$ cat config.mk
export PLATFORM = sky130hd
export DESIGN_NAME = pipelined_query_tracker_deframer
export DESIGN_NICKNAME = d
export VERILOG_FILES = /design/src/rtl/core/pqtd_pkg.sv /design/src/rtl/core/pipelined_query_tracker_deframer.sv /design/src/rtl/core/pqtd_fifo.sv /design/src/rtl/core/pqtd_front.sv /design/src/rtl/core/pqtd_back.sv
export SDC_FILE = /design/constraint.sdc
export NUM_CORES = 1
export LEC_CHECK = 0
export ABC_AREA = 1
export CORE_ASPECT_RATIO = 1.2
export CORE_MARGIN = 2
export CORE_UTILIZATION = 25
export CTS_BUF_LIST = sky130_fd_sc_hd__clkbuf_8
export DETAILED_ROUTE_END_ITERATION = 12
export DONT_BUFFER_PORTS = 1
export GPL_TIMING_DRIVEN = 0
export PLACE_DENSITY = 0.41
export SETUP_SLACK_MARGIN = 0.1
export SLEW_MARGIN = 10
export SYNTH_ARGS = -nofsm -noshare
export SYNTH_HDL_FRONTEND = slang
export SYNTH_SLANG_ARGS = --single-unit
$ cat constraint.sdc
create_clock -name clk_i -period 7.4 [get_ports clk_i]
set_input_delay 0.37 -clock clk_i [delete_from_list [all_inputs] [get_ports clk_i]]
set_output_delay 0.37 -clock clk_i [all_outputs]
set_load 0.005 [all_outputs]
$ cat src/rtl/core/pqtd_pkg.sv
// shared types, constants and helpers for the query tracker and deframer
// no dependencies; used by every module under rtl/core and by the checker
package pqtd_pkg;

  localparam int unsigned TableDepth = 16;
  localparam int unsigned SlotW      = (TableDepth > 1) ? $clog2(TableDepth) : 1;
  localparam int unsigned IdW        = 16;
  localparam int unsigned RetryW     = 4;
  localparam int unsigned FifoDepth  = 4;
  localparam int unsigned FifoPtrW   = $clog2(FifoDepth);
  localparam int unsigned AddrW      = 3;
  localparam int unsigned DataW      = 32;

  localparam logic [RetryW-1:0] RetryMax      = '1;
  localparam logic [RetryW-1:0] RetryLimitRst = RetryW'(3);
  localparam logic              RegRetryLimit = 1'b0;
  localparam logic [IdW-1:0]    MinFrameLen   = IdW'(2);

  typedef enum logic [1:0] {
    OP_SEND  = 2'd0,
    OP_BYTE  = 2'd1,
    OP_CLOSE = 2'd2
  } op_e;

  typedef enum logic [2:0] {
    KIND_ACCEPTED  = 3'd0,
    KIND_DUPLICATE = 3'd1,
    KIND_FULL      = 3'd2,
    KIND_ANSWERED  = 3'd3,
    KIND_UNMATCHED = 3'd4,
    KIND_MALFORMED = 3'd5,
    KIND_ABORTED   = 3'd6
  } kind_e;

  typedef enum logic [1:0] {
    CMD_SEND  = 2'd0,
    CMD_FRAME = 2'd1,
    CMD_SHORT = 2'd2,
    CMD_CLOSE = 2'd3
  } cmd_e;

  typedef enum logic [1:0] {
    PH_LEN_HI = 2'd0,
    PH_LEN_LO = 2'd1,
    PH_BODY   = 2'd2
  } phase_e;

  typedef enum logic {
    BK_IDLE = 1'b0,
    BK_SCAN = 1'b1
  } back_state_e;

  typedef logic [TableDepth-1:0] slot_mask_t;

  typedef struct packed {
    cmd_e           cmd;
    logic [IdW-1:0] id;
  } cmd_t;

  typedef struct packed {
    kind_e          kind;
    logic           resend;
    logic [IdW-1:0] id;
    logic           last;
  } result_t;

  function automatic logic [SlotW-1:0] lowest_slot(slot_mask_t m);
    logic [SlotW-1:0] idx;
    idx = '0;
    for (int i = TableDepth - 1; i >= 0; i--) begin
      if (m[i]) begin
        idx = SlotW'(i);
      end
    end
    return idx;
  endfunction

endpackage

$ cat src/rtl/core/pipelined_query_tracker_deframer.sv
// top level: config port, front end, command queue and table back end
// a transaction is written into the command queue, popped by the back end and its result registered before it strobes
// throughput: one send or byte per cycle while busy is low; a close holds the back end until all its results are out
// busy is high while the four-entry command queue is full; results cannot be stalled
// reset: asynchronous active low, clears the deframer and queue and invalidates every table entry
// depends on pqtd_pkg, pqtd_front, pqtd_fifo and pqtd_back
module pipelined_query_tracker_deframer (
  input  logic                          clk_i,
  input  logic                          rst_ni,
  input  logic                          start_i,
  output logic                          busy_o,
  input  logic [1:0]                    op_i,
  input  logic [pqtd_pkg::IdW-1:0]      query_id_i,
  input  logic [7:0]                    rx_byte_i,
  output logic                          done_o,
  output logic [2:0]                    kind_o,
  output logic                          resend_o,
  output logic [pqtd_pkg::IdW-1:0]      result_id_o,
  output logic                          last_o,
  input  logic                          psel,
  input  logic                          penable,
  input  logic                          pwrite,
  input  logic [pqtd_pkg::AddrW-1:0]    paddr,
  input  logic [pqtd_pkg::DataW-1:0]    pwdata,
  output logic [pqtd_pkg::DataW-1:0]    prdata,
  output logic                          pready
);

  logic [pqtd_pkg::RetryW-1:0]  retry_limit_q;
  logic                         reg_sel;
  logic                         push, pop, full, empty;
  pqtd_pkg::cmd_t               push_cmd, head_cmd;
  pqtd_pkg::result_t            res;

  assign pready  = 1'b1;
  assign reg_sel = (paddr[2] == pqtd_pkg::RegRetryLimit);
  assign prdata  = reg_sel ? pqtd_pkg::DataW'(retry_limit_q) : '0;

  always_ff @(posedge clk_i or negedge rst_ni) begin
    if (!rst_ni) begin
      retry_limit_q <= pqtd_pkg::RetryLimitRst;
    end else if (psel && penable && pwrite && pready && reg_sel) begin
      retry_limit_q <= pwdata[pqtd_pkg::RetryW-1:0];
    end
  end

  assign busy_o = full;

  pqtd_front u_front (
    .clk_i      (clk_i),
    .rst_ni     (rst_ni),
    .start_i    (start_i),
    .op_i       (op_i),
    .query_id_i (query_id_i),
    .rx_byte_i  (rx_byte_i),
    .full_i     (full),
    .push_o     (push),
    .cmd_o      (push_cmd)
  );

  pqtd_fifo u_fifo (
    .clk_i   (clk_i),
    .rst_ni  (rst_ni),
    .push_i  (push),
    .data_i  (push_cmd),
    .pop_i   (pop),
    .data_o  (head_cmd),
    .full_o  (full),
    .empty_o (empty)
  );

  pqtd_back u_back (
    .clk_i         (clk_i),
    .rst_ni        (rst_ni),
    .cmd_valid_i   (!empty),
    .cmd_i         (head_cmd),
    .retry_limit_i (retry_limit_q),
    .pop_o         (pop),
    .done_o        (done_o),
    .res_o         (res)
  );

  assign kind_o      = res.kind;
  assign resend_o    = res.resend;
  assign result_id_o = res.id;
  assign last_o      = res.last;

endmodule

$ cat src/rtl/core/pqtd_fifo.sv
// command queue between the classifying front end and the table back end
// depends on pqtd_pkg
module pqtd_fifo (
  input  logic            clk_i,
  input  logic            rst_ni,
  input  logic            push_i,
  input  pqtd_pkg::cmd_t  data_i,
  input  logic            pop_i,
  output pqtd_pkg::cmd_t  data_o,
  output logic            full_o,
  output logic            empty_o
);

  pqtd_pkg::cmd_t                   mem_q [pqtd_pkg::FifoDepth];
  logic [pqtd_pkg::FifoPtrW-1:0]    wr_ptr_q, wr_ptr_d;
  logic [pqtd_pkg::FifoPtrW-1:0]    rd_ptr_q, rd_ptr_d;
  logic [pqtd_pkg::FifoPtrW:0]      count_q, count_d;
  logic                             do_push, do_pop;

  assign full_o  = (count_q == (pqtd_pkg::FifoPtrW + 1)'(pqtd_pkg::FifoDepth));
  assign empty_o = (count_q == '0);
  assign do_push = push_i && !full_o;
  assign do_pop  = pop_i && !empty_o;
  assign data_o  = mem_q[rd_ptr_q];

  always_comb begin
    wr_ptr_d = do_push ? wr_ptr_q + 1'b1 : wr_ptr_q;
    rd_ptr_d = do_pop ? rd_ptr_q + 1'b1 : rd_ptr_q;
    count_d  = count_q;
    if (do_push && !do_pop) begin
      count_d = count_q + 1'b1;
    end else if (do_pop && !do_push) begin
      count_d = count_q - 1'b1;
    end
  end

  always_ff @(posedge clk_i or negedge rst_ni) begin
    if (!rst_ni) begin
      wr_ptr_q <= '0;
      rd_ptr_q <= '0;
      count_q  <= '0;
    end else begin
      wr_ptr_q <= wr_ptr_d;
      rd_ptr_q <= rd_ptr_d;
      count_q  <= count_d;
    end
  end

  always_ff @(posedge clk_i) begin
    if (do_push) begin
      mem_q[wr_ptr_q] <= data_i;
    end
  end

endmodule

$ cat src/rtl/core/pqtd_front.sv
// front end: takes transactions, runs the length-prefix deframer and
// turns sends, closes and each finished frame into a table command; depends on pqtd_pkg
module pqtd_front (
  input  logic                        clk_i,
  input  logic                        rst_ni,
  input  logic                        start_i,
  input  logic [1:0]                  op_i,
  input  logic [pqtd_pkg::IdW-1:0]    query_id_i,
  input  logic [7:0]                  rx_byte_i,
  input  logic                        full_i,
  output logic                        push_o,
  output pqtd_pkg::cmd_t              cmd_o
);

  pqtd_pkg::phase_e             phase_q, phase_d;
  logic [pqtd_pkg::IdW-1:0]     length_q, length_d;
  logic [pqtd_pkg::IdW-1:0]     count_q, count_d;
  logic [pqtd_pkg::IdW-1:0]     reply_q, reply_d;
  logic [pqtd_pkg::IdW-1:0]     len_full;
  logic [pqtd_pkg::IdW-1:0]     count_inc;
  logic                         accept;

  assign accept    = start_i && !full_i;
  assign len_full  = {length_q[15:8], rx_byte_i};
  assign count_inc = count_q + 16'd1;

  always_comb begin
    phase_d   = phase_q;
    length_d  = length_q;
    count_d   = count_q;
    reply_d   = reply_q;
    push_o    = 1'b0;
    cmd_o.cmd = pqtd_pkg::CMD_SEND;
    cmd_o.id  = query_id_i;
    if (accept) begin
      case (op_i)
        pqtd_pkg::OP_SEND: begin
          push_o = 1'b1;
        end
        pqtd_pkg::OP_CLOSE: begin
          push_o    = 1'b1;
          cmd_o.cmd = pqtd_pkg::CMD_CLOSE;
          phase_d   = pqtd_pkg::PH_LEN_HI;
          length_d  = '0;
          count_d   = '0;
          reply_d   = '0;
        end
        pqtd_pkg::OP_BYTE: begin
          unique case (phase_q)
            pqtd_pkg::PH_LEN_HI: begin
              length_d = {rx_byte_i, 8'h00};
              phase_d  = pqtd_pkg::PH_LEN_LO;
            end
            pqtd_pkg::PH_LEN_LO: begin
              length_d = len_full;
              count_d  = '0;
              reply_d  = '0;
              if (len_full == '0) begin
                push_o    = 1'b1;
                cmd_o.cmd = pqtd_pkg::CMD_SHORT;
                cmd_o.id  = '0;
                phase_d   = pqtd_pkg::PH_LEN_HI;
              end else begin
                phase_d = pqtd_pkg::PH_BODY;
              end
            end
            pqtd_pkg::PH_BODY: begin
              if (count_q == 16'd0) begin
                reply_d = {rx_byte_i, 8'h00};
              end else if (count_q == 16'd1) begin
                reply_d = {reply_q[15:8], rx_byte_i};
              end
              count_d = count_inc;
              if (count_inc == length_q) begin
                push_o  = 1'b1;
                phase_d = pqtd_pkg::PH_LEN_HI;
                if (length_q < pqtd_pkg::MinFrameLen) begin
                  cmd_o.cmd = pqtd_pkg::CMD_SHORT;
                  cmd_o.id  = '0;
                end else begin
                  cmd_o.cmd = pqtd_pkg::CMD_FRAME;
                  cmd_o.id  = reply_d;
                end
              end
            end
            default: begin
              phase_d = pqtd_pkg::PH_LEN_HI;
            end
          endcase
        end
        default: begin
          push_o = 1'b0;
        end
      endcase
    end
  end

  always_ff @(posedge clk_i or negedge rst_ni) begin
    if (!rst_ni) begin
      phase_q  <= pqtd_pkg::PH_LEN_HI;
      length_q <= '0;
      count_q  <= '0;
      reply_q  <= '0;
    end else begin
      phase_q  <= phase_d;
      length_q <= length_d;
      count_q  <= count_d;
      reply_q  <= reply_d;
    end
  end

endmodule

$ cat src/rtl/core/pqtd_back.sv
// back end: query table, executes commands and drives the result register
// close walks aborted then resend entries one per cycle; depends on pqtd_pkg
module pqtd_back (
  input  logic                            clk_i,
  input  logic                            rst_ni,
  input  logic                            cmd_valid_i,
  input  pqtd_pkg::cmd_t                  cmd_i,
  input  logic [pqtd_pkg::RetryW-1:0]     retry_limit_i,
  output logic                            pop_o,
  output logic                            done_o,
  output pqtd_pkg::result_t               res_o
);

  localparam int unsigned Depth = pqtd_pkg::TableDepth;

  pqtd_pkg::back_state_e              state_q, state_d;
  pqtd_pkg::slot_mask_t               valid_q;
  logic [pqtd_pkg::IdW-1:0]           id_q [Depth];
  logic [pqtd_pkg::RetryW-1:0]        retries_q [Depth];
  logic [pqtd_pkg::RetryW-1:0]        retries_inc [Depth];
  pqtd_pkg::slot_mask_t               abort_q, abort_d;
  pqtd_pkg::slot_mask_t               keep_q, keep_d;
  pqtd_pkg::slot_mask_t               match_vec, abort_vec;
  logic                               done_d;
  pqtd_pkg::result_t                  res_d;
  logic                               set_en, zero_en, clr_en, close_en;
  logic [pqtd_pkg::SlotW-1:0]         set_slot, zero_slot, clr_slot, scan_slot;

  always_comb begin
    for (int i = 0; i < Depth; i++) begin
      match_vec[i]   = valid_q[i] && (id_q[i] == cmd_i.id);
      retries_inc[i] = (retries_q[i] == pqtd_pkg::RetryMax) ? retries_q[i]
                                                            : retries_q[i] + 1'b1;
      abort_vec[i]   = valid_q[i] && (retries_inc[i] > retry_limit_i);
    end
  end

  always_comb begin
    state_d    = state_q;
    abort_d    = abort_q;
    keep_d     = keep_q;
    pop_o      = 1'b0;
    done_d     = 1'b0;
    res_d      = res_o;
    set_en     = 1'b0;
    zero_en    = 1'b0;
    clr_en     = 1'b0;
    close_en   = 1'b0;
    set_slot   = pqtd_pkg::lowest_slot(~valid_q);
    zero_slot  = pqtd_pkg::lowest_slot(match_vec);
    clr_slot   = zero_slot;
    scan_slot  = (abort_q != '0) ? pqtd_pkg::lowest_slot(abort_q)
                                 : pqtd_pkg::lowest_slot(keep_q);
    unique case (state_q)
      pqtd_pkg::BK_IDLE: begin
        if (cmd_valid_i) begin
          pop_o        = 1'b1;
          res_d.resend = 1'b0;
          res_d.id     = cmd_i.id;
          res_d.last   = 1'b1;
          unique case (cmd_i.cmd)
            pqtd_pkg::CMD_SEND: begin
              done_d = 1'b1;
              if (match_vec != '0) begin
                zero_en    = 1'b1;
                res_d.kind = pqtd_pkg::KIND_DUPLICATE;
              end else if (valid_q != '1) begin
                set_en     = 1'b1;
                res_d.kind = pqtd_pkg::KIND_ACCEPTED;
              end else begin
                res_d.kind = pqtd_pkg::KIND_FULL;
              end
            end
            pqtd_pkg::CMD_FRAME: begin
              done_d = 1'b1;
              if (match_vec != '0) begin
                clr_en     = 1'b1;
                res_d.kind = pqtd_pkg::KIND_ANSWERED;
              end else begin
                res_d.kind = pqtd_pkg::KIND_UNMATCHED;
              end
            end
            pqtd_pkg::CMD_SHORT: begin
              done_d     = 1'b1;
              res_d.kind = pqtd_pkg::KIND_MALFORMED;
              res_d.id   = '0;
            end
            pqtd_pkg::CMD_CLOSE: begin
              close_en = 1'b1;
              abort_d  = abort_vec;
              keep_d   = valid_q & ~abort_vec;
              if (valid_q != '0) begin
                state_d = pqtd_pkg::BK_SCAN;
              end
            end
            default: begin
              done_d = 1'b0;
            end
          endcase
        end
      end
      pqtd_pkg::BK_SCAN: begin
        done_d   = 1'b1;
        res_d.id = id_q[scan_slot];
        if (abort_q != '0) begin
          abort_d      = abort_q & (abort_q - 1'b1);
          res_d.kind   = pqtd_pkg::KIND_ABORTED;
          res_d.resend = 1'b0;
        end else begin
          keep_d       = keep_q & (keep_q - 1'b1);
          res_d.kind   = pqtd_pkg::KIND_ACCEPTED;
          res_d.resend = 1'b1;
        end
        res_d.last = (abort_d == '0) && (keep_d == '0);
        if (res_d.last) begin
          state_d = pqtd_pkg::BK_IDLE;
        end
      end
      default: begin
        state_d = pqtd_pkg::BK_IDLE;
      end
    endcase
  end

  always_ff @(posedge clk_i or negedge rst_ni) begin
    if (!rst_ni) begin
      state_q <= pqtd_pkg::BK_IDLE;
      valid_q <= '0;
      abort_q <= '0;
      keep_q  <= '0;
      done_o  <= 1'b0;
    end else begin
      state_q <= state_d;
      abort_q <= abort_d;
      keep_q  <= keep_d;
      done_o  <= done_d;
      if (close_en) begin
        valid_q <= valid_q & ~abort_vec;
      end else if (set_en) begin
        valid_q[set_slot] <= 1'b1;
      end else if (clr_en) begin
        valid_q[clr_slot] <= 1'b0;
      end
    end
  end

  always_ff @(posedge clk_i) begin
    res_o <= res_d;
    if (close_en) begin
      for (int i = 0; i < Depth; i++) begin
        if (valid_q[i]) begin
          retries_q[i] <= retries_inc[i];
        end
      end
    end else if (set_en) begin
      id_q[set_slot]      <= cmd_i.id;
      retries_q[set_slot] <= '0;
    end else if (zero_en) begin
      retries_q[zero_slot] <= '0;
    end
  end

endmodule

==> impl_metrics.toml <==
[logic_synthesis]
synth_seq_cells = 524
synth.most_common_cell = "nand2_1"
synth_top_area_share_pct = 32.0
synth-main-ff-cell = "edfxtp_1"
yosys_warnings = 0
netlist_area_sq_um = 32800
synth.avg_cell_area_sq_um = 7.97
synth_cell_types = 75
synth_commonest_cells = "nand2_1 (808), inv_1 (579), o21ai_0 (439)"
synth-async-reset-ratio_pct = 21.2
yosysTopAreaCell = "edfxtp_1"
synth_edf_count = 349
postSynthCellCount = 4110
yosysSeqAreaShare_pct = 44.4
synth_area_leaders = "edfxtp_1 (32%), nand2_1 (9.3%), dfrtp_1 (8.3%)"

[critical_path]
critPathMaxFanout = 16
crit_path_end_kind = "flip-flop"
reg2reg_depth = 20
startpoint_type = "flip-flop"
critical_path_class = "reg2reg"
r2r_start = "u_fifo.rd_ptr_q[1]$_DFFE_PN0P_"
r2r_slack_ns = 1.68
rr_endpoint = "u_back.id_q[4][10]$_DFFE_PP_"
critPathRequiredTime_ns = 7.83
critPathArrivalTime_ns = 6.15
setup.worst_path.end = "u_back.id_q[4][10]$_DFFE_PP_"
startpoint = "u_fifo.rd_ptr_q[1]$_DFFE_PN0P_"

[global_routing]
grtUsageTotal_pct = 22.6
grt_max_degree = 112
first_global_vias = 30536
grt.overflow.total = 0
grt_pass1_wl_mm = 218
antenna_found_initial = 4

[placement]
gp_congestion = 0.998
post-dp-hpwl_mm = 112
numPortBuffers = 0

[clock_network]
cts.sinks = 524
cts_buffers = 104
post-cts-setup-buffer-count = 0
htree_num_levels = 3
clk_latency_ns = 0.85
cts_tree = "done"
cts.clk_slew.worst_paths_ns = 0.06
cts_buffer_depth = 3
clockRootBuffer = "clkbuf_8"

[final_layout]
drive_above_1_share_pct = 8.70
nNetsFinal = 4463
multi_input_area_sq_um = 15100
area_delta_synth_final_pct = 15.3
n_fill_cell = 14025
ff_latch_area_sq_um = 14500

[drt]
ant_nets = 0
firstDrtPassIters = 6
drc = 0
routed_wl_mm = 154
viasPerCell = 5.07
drt_iter0_markers = 2996
post_drt_wl_per_cell_um = 25.4
vias = 30776

[outcome]
status = "finished clean"

[timing]
setup_viol = 0
max_freq_mhz = 175
finalHoldViolCount = 0
skew_ns = 0.0546
fin_setup_tns_ns = 0
post-route-period-util_pct = 77.3
rsz0062_at_grt = "no"
maxSlewViolCount = 0
maxSlewHeadroom_pct = 8.85
min_period_ns = 5.72
worstMarginPinSlew_ns = 1.37

[floorplanning]
num_rows = 145
io_pins = 123
die_width_um = 335
die_height_um = 401
start_util_pct = 25.2
coreArea_sq_um = 130000
die_area_sq_um = 134000

[run]
drv_cap = 0

[hold_path]
min_path_type = "in2async"
[layer usage]
metal,wire length [um],track usage (%),up-vias
li1,-,-,14330
met1,60700,26.7,14800
met2,74100,38.6,1240
met3,9570,3.34,406
met4,10000,13.5,0
met5,0,0,-
[placed cells by master (no fill, tap or decap), drive strengths merged, types with 7 or more instances in the layout]
| cell | count |
|---|---|
| ha | 101 |
| or2 | 17 |
| xor2 | 75 |
| o2111ai | 11 |
| a21oi | 254 |
| nand4 | 73 |
| o21ai | 451 |
| nor3 | 89 |
| o221ai | 9 |
| inv | 641 |
| a2111oi | 7 |
| dfrtp | 109 |
| nand3b | 19 |
| nand2 | 834 |
| dlygate4sd3 | 32 |
| nor4 | 59 |
| o31ai | 15 |
| dfxtp | 64 |
| edfxtp | 349 |
| a211oi | 9 |
| nor2 | 365 |
| a32oi | 11 |
| conb | 29 |
| xnor2 | 24 |
| o211ai | 36 |
| clkinv | 36 |
| clkbuf | 188 |
| nand3 | 173 |
| o21a | 8 |
| buf | 118 |
| o22ai | 103 |
| nor3b | 21 |
[critical path, stage by stage (launching register included)]
cell      delay [ns]
dfrtp_1         0.37
buf_6           0.15
inv_2           0.06
buf_4           0.17
nand3_1         0.21
nand2_2         0.50
buf_1           0.97
a211oi_1        0.20
nand2_1         0.11
nor2_1          0.05
nand3_1         0.13
nand2_1         0.24
nor2_2          0.30
nand2_1         0.15
nor2_4          0.31
nand2_4         0.13
inv_2           0.14
nand2_1         0.17
inv_1           0.11
nand2_1         0.09
nor2_2          0.70
[worst min path at each step]
stage	to	cells after the start
3_3_place_gp	retry_limit_q[3]$_DFFE_PN0P_	0
3_5_place_dp	retry_limit_q[2]$_DFFE_PN0P_	0
5_1_grt	u_fifo.mem_q[0][14]$_DFFE_PP_	2
2_1_floorplan	retry_limit_q[2]$_DFFE_PN0P_	0
4_1_cts	u_fifo.wr_ptr_q[0]$_DFFE_PN0P_	4
6_report	retry_limit_q[2]$_DFFE_PN0P_	2
[stage by stage]
step	instances	hold slack, ns	utilization, %	area [sq um]	setup slack [ns]
after global placement	5827	0.0803	26.9	35000	0.565
after CTS	6071	0.0210	29.0	37800	1.70
after global routing	6072	0.100	29.0	37800	1.36
after floorplan	4137	0.0744	-	32900	3.42
final	6072	0.105	29.0	37800	1.68
after detailed placement	5845	0.0801	27.2	35300	1.74
[flip-flops by register name, indices dropped and copies added (netlist names), 21 cells and up]
name              cells
u_back.res_o         21
u_fifo.mem_q         72
u_back.id_q         256
u_back.retries_q     64
[layout make-up]
cell class / count / share of cell area, %
clock buffer: 114 / 4.15
timing repair buffer: 51 / 1.69
buffer: 173 / 2.72
inverter: 604 / 6.00
multi-input combinational: 2836 / 40.0
clock inverter: 79 / 1.38
tap: 1690 / 5.60
antenna: 1 / 0.00663
sequential: 524 / 38.5
[logic make-up (layout without fill, tap and decap cells)]
group | Yosys count | after routing | share of synthesized area (%)
flops | 524 | 524 | 44.4
xor+xnor | 99 | 99 | 2.67
compound gates | 946 | 946 | 16.2
other cells | 2 | 30 | 0.0229
mux | 2 | 2 | 0.0649
buf+inv | 777 | 1021 | 10.1
simple gates | 1658 | 1658 | 22.7
fa+ha+maj | 102 | 102 | 3.92
[what timing repair did]
action,CTS,global route
hold endpoints to repair,193,0
gates resized for setup,0,0
hold buffers,33,0
Power is not shown: default switching activity piles up to over one toggle a cycle in this logic, so the estimate is an artifact.
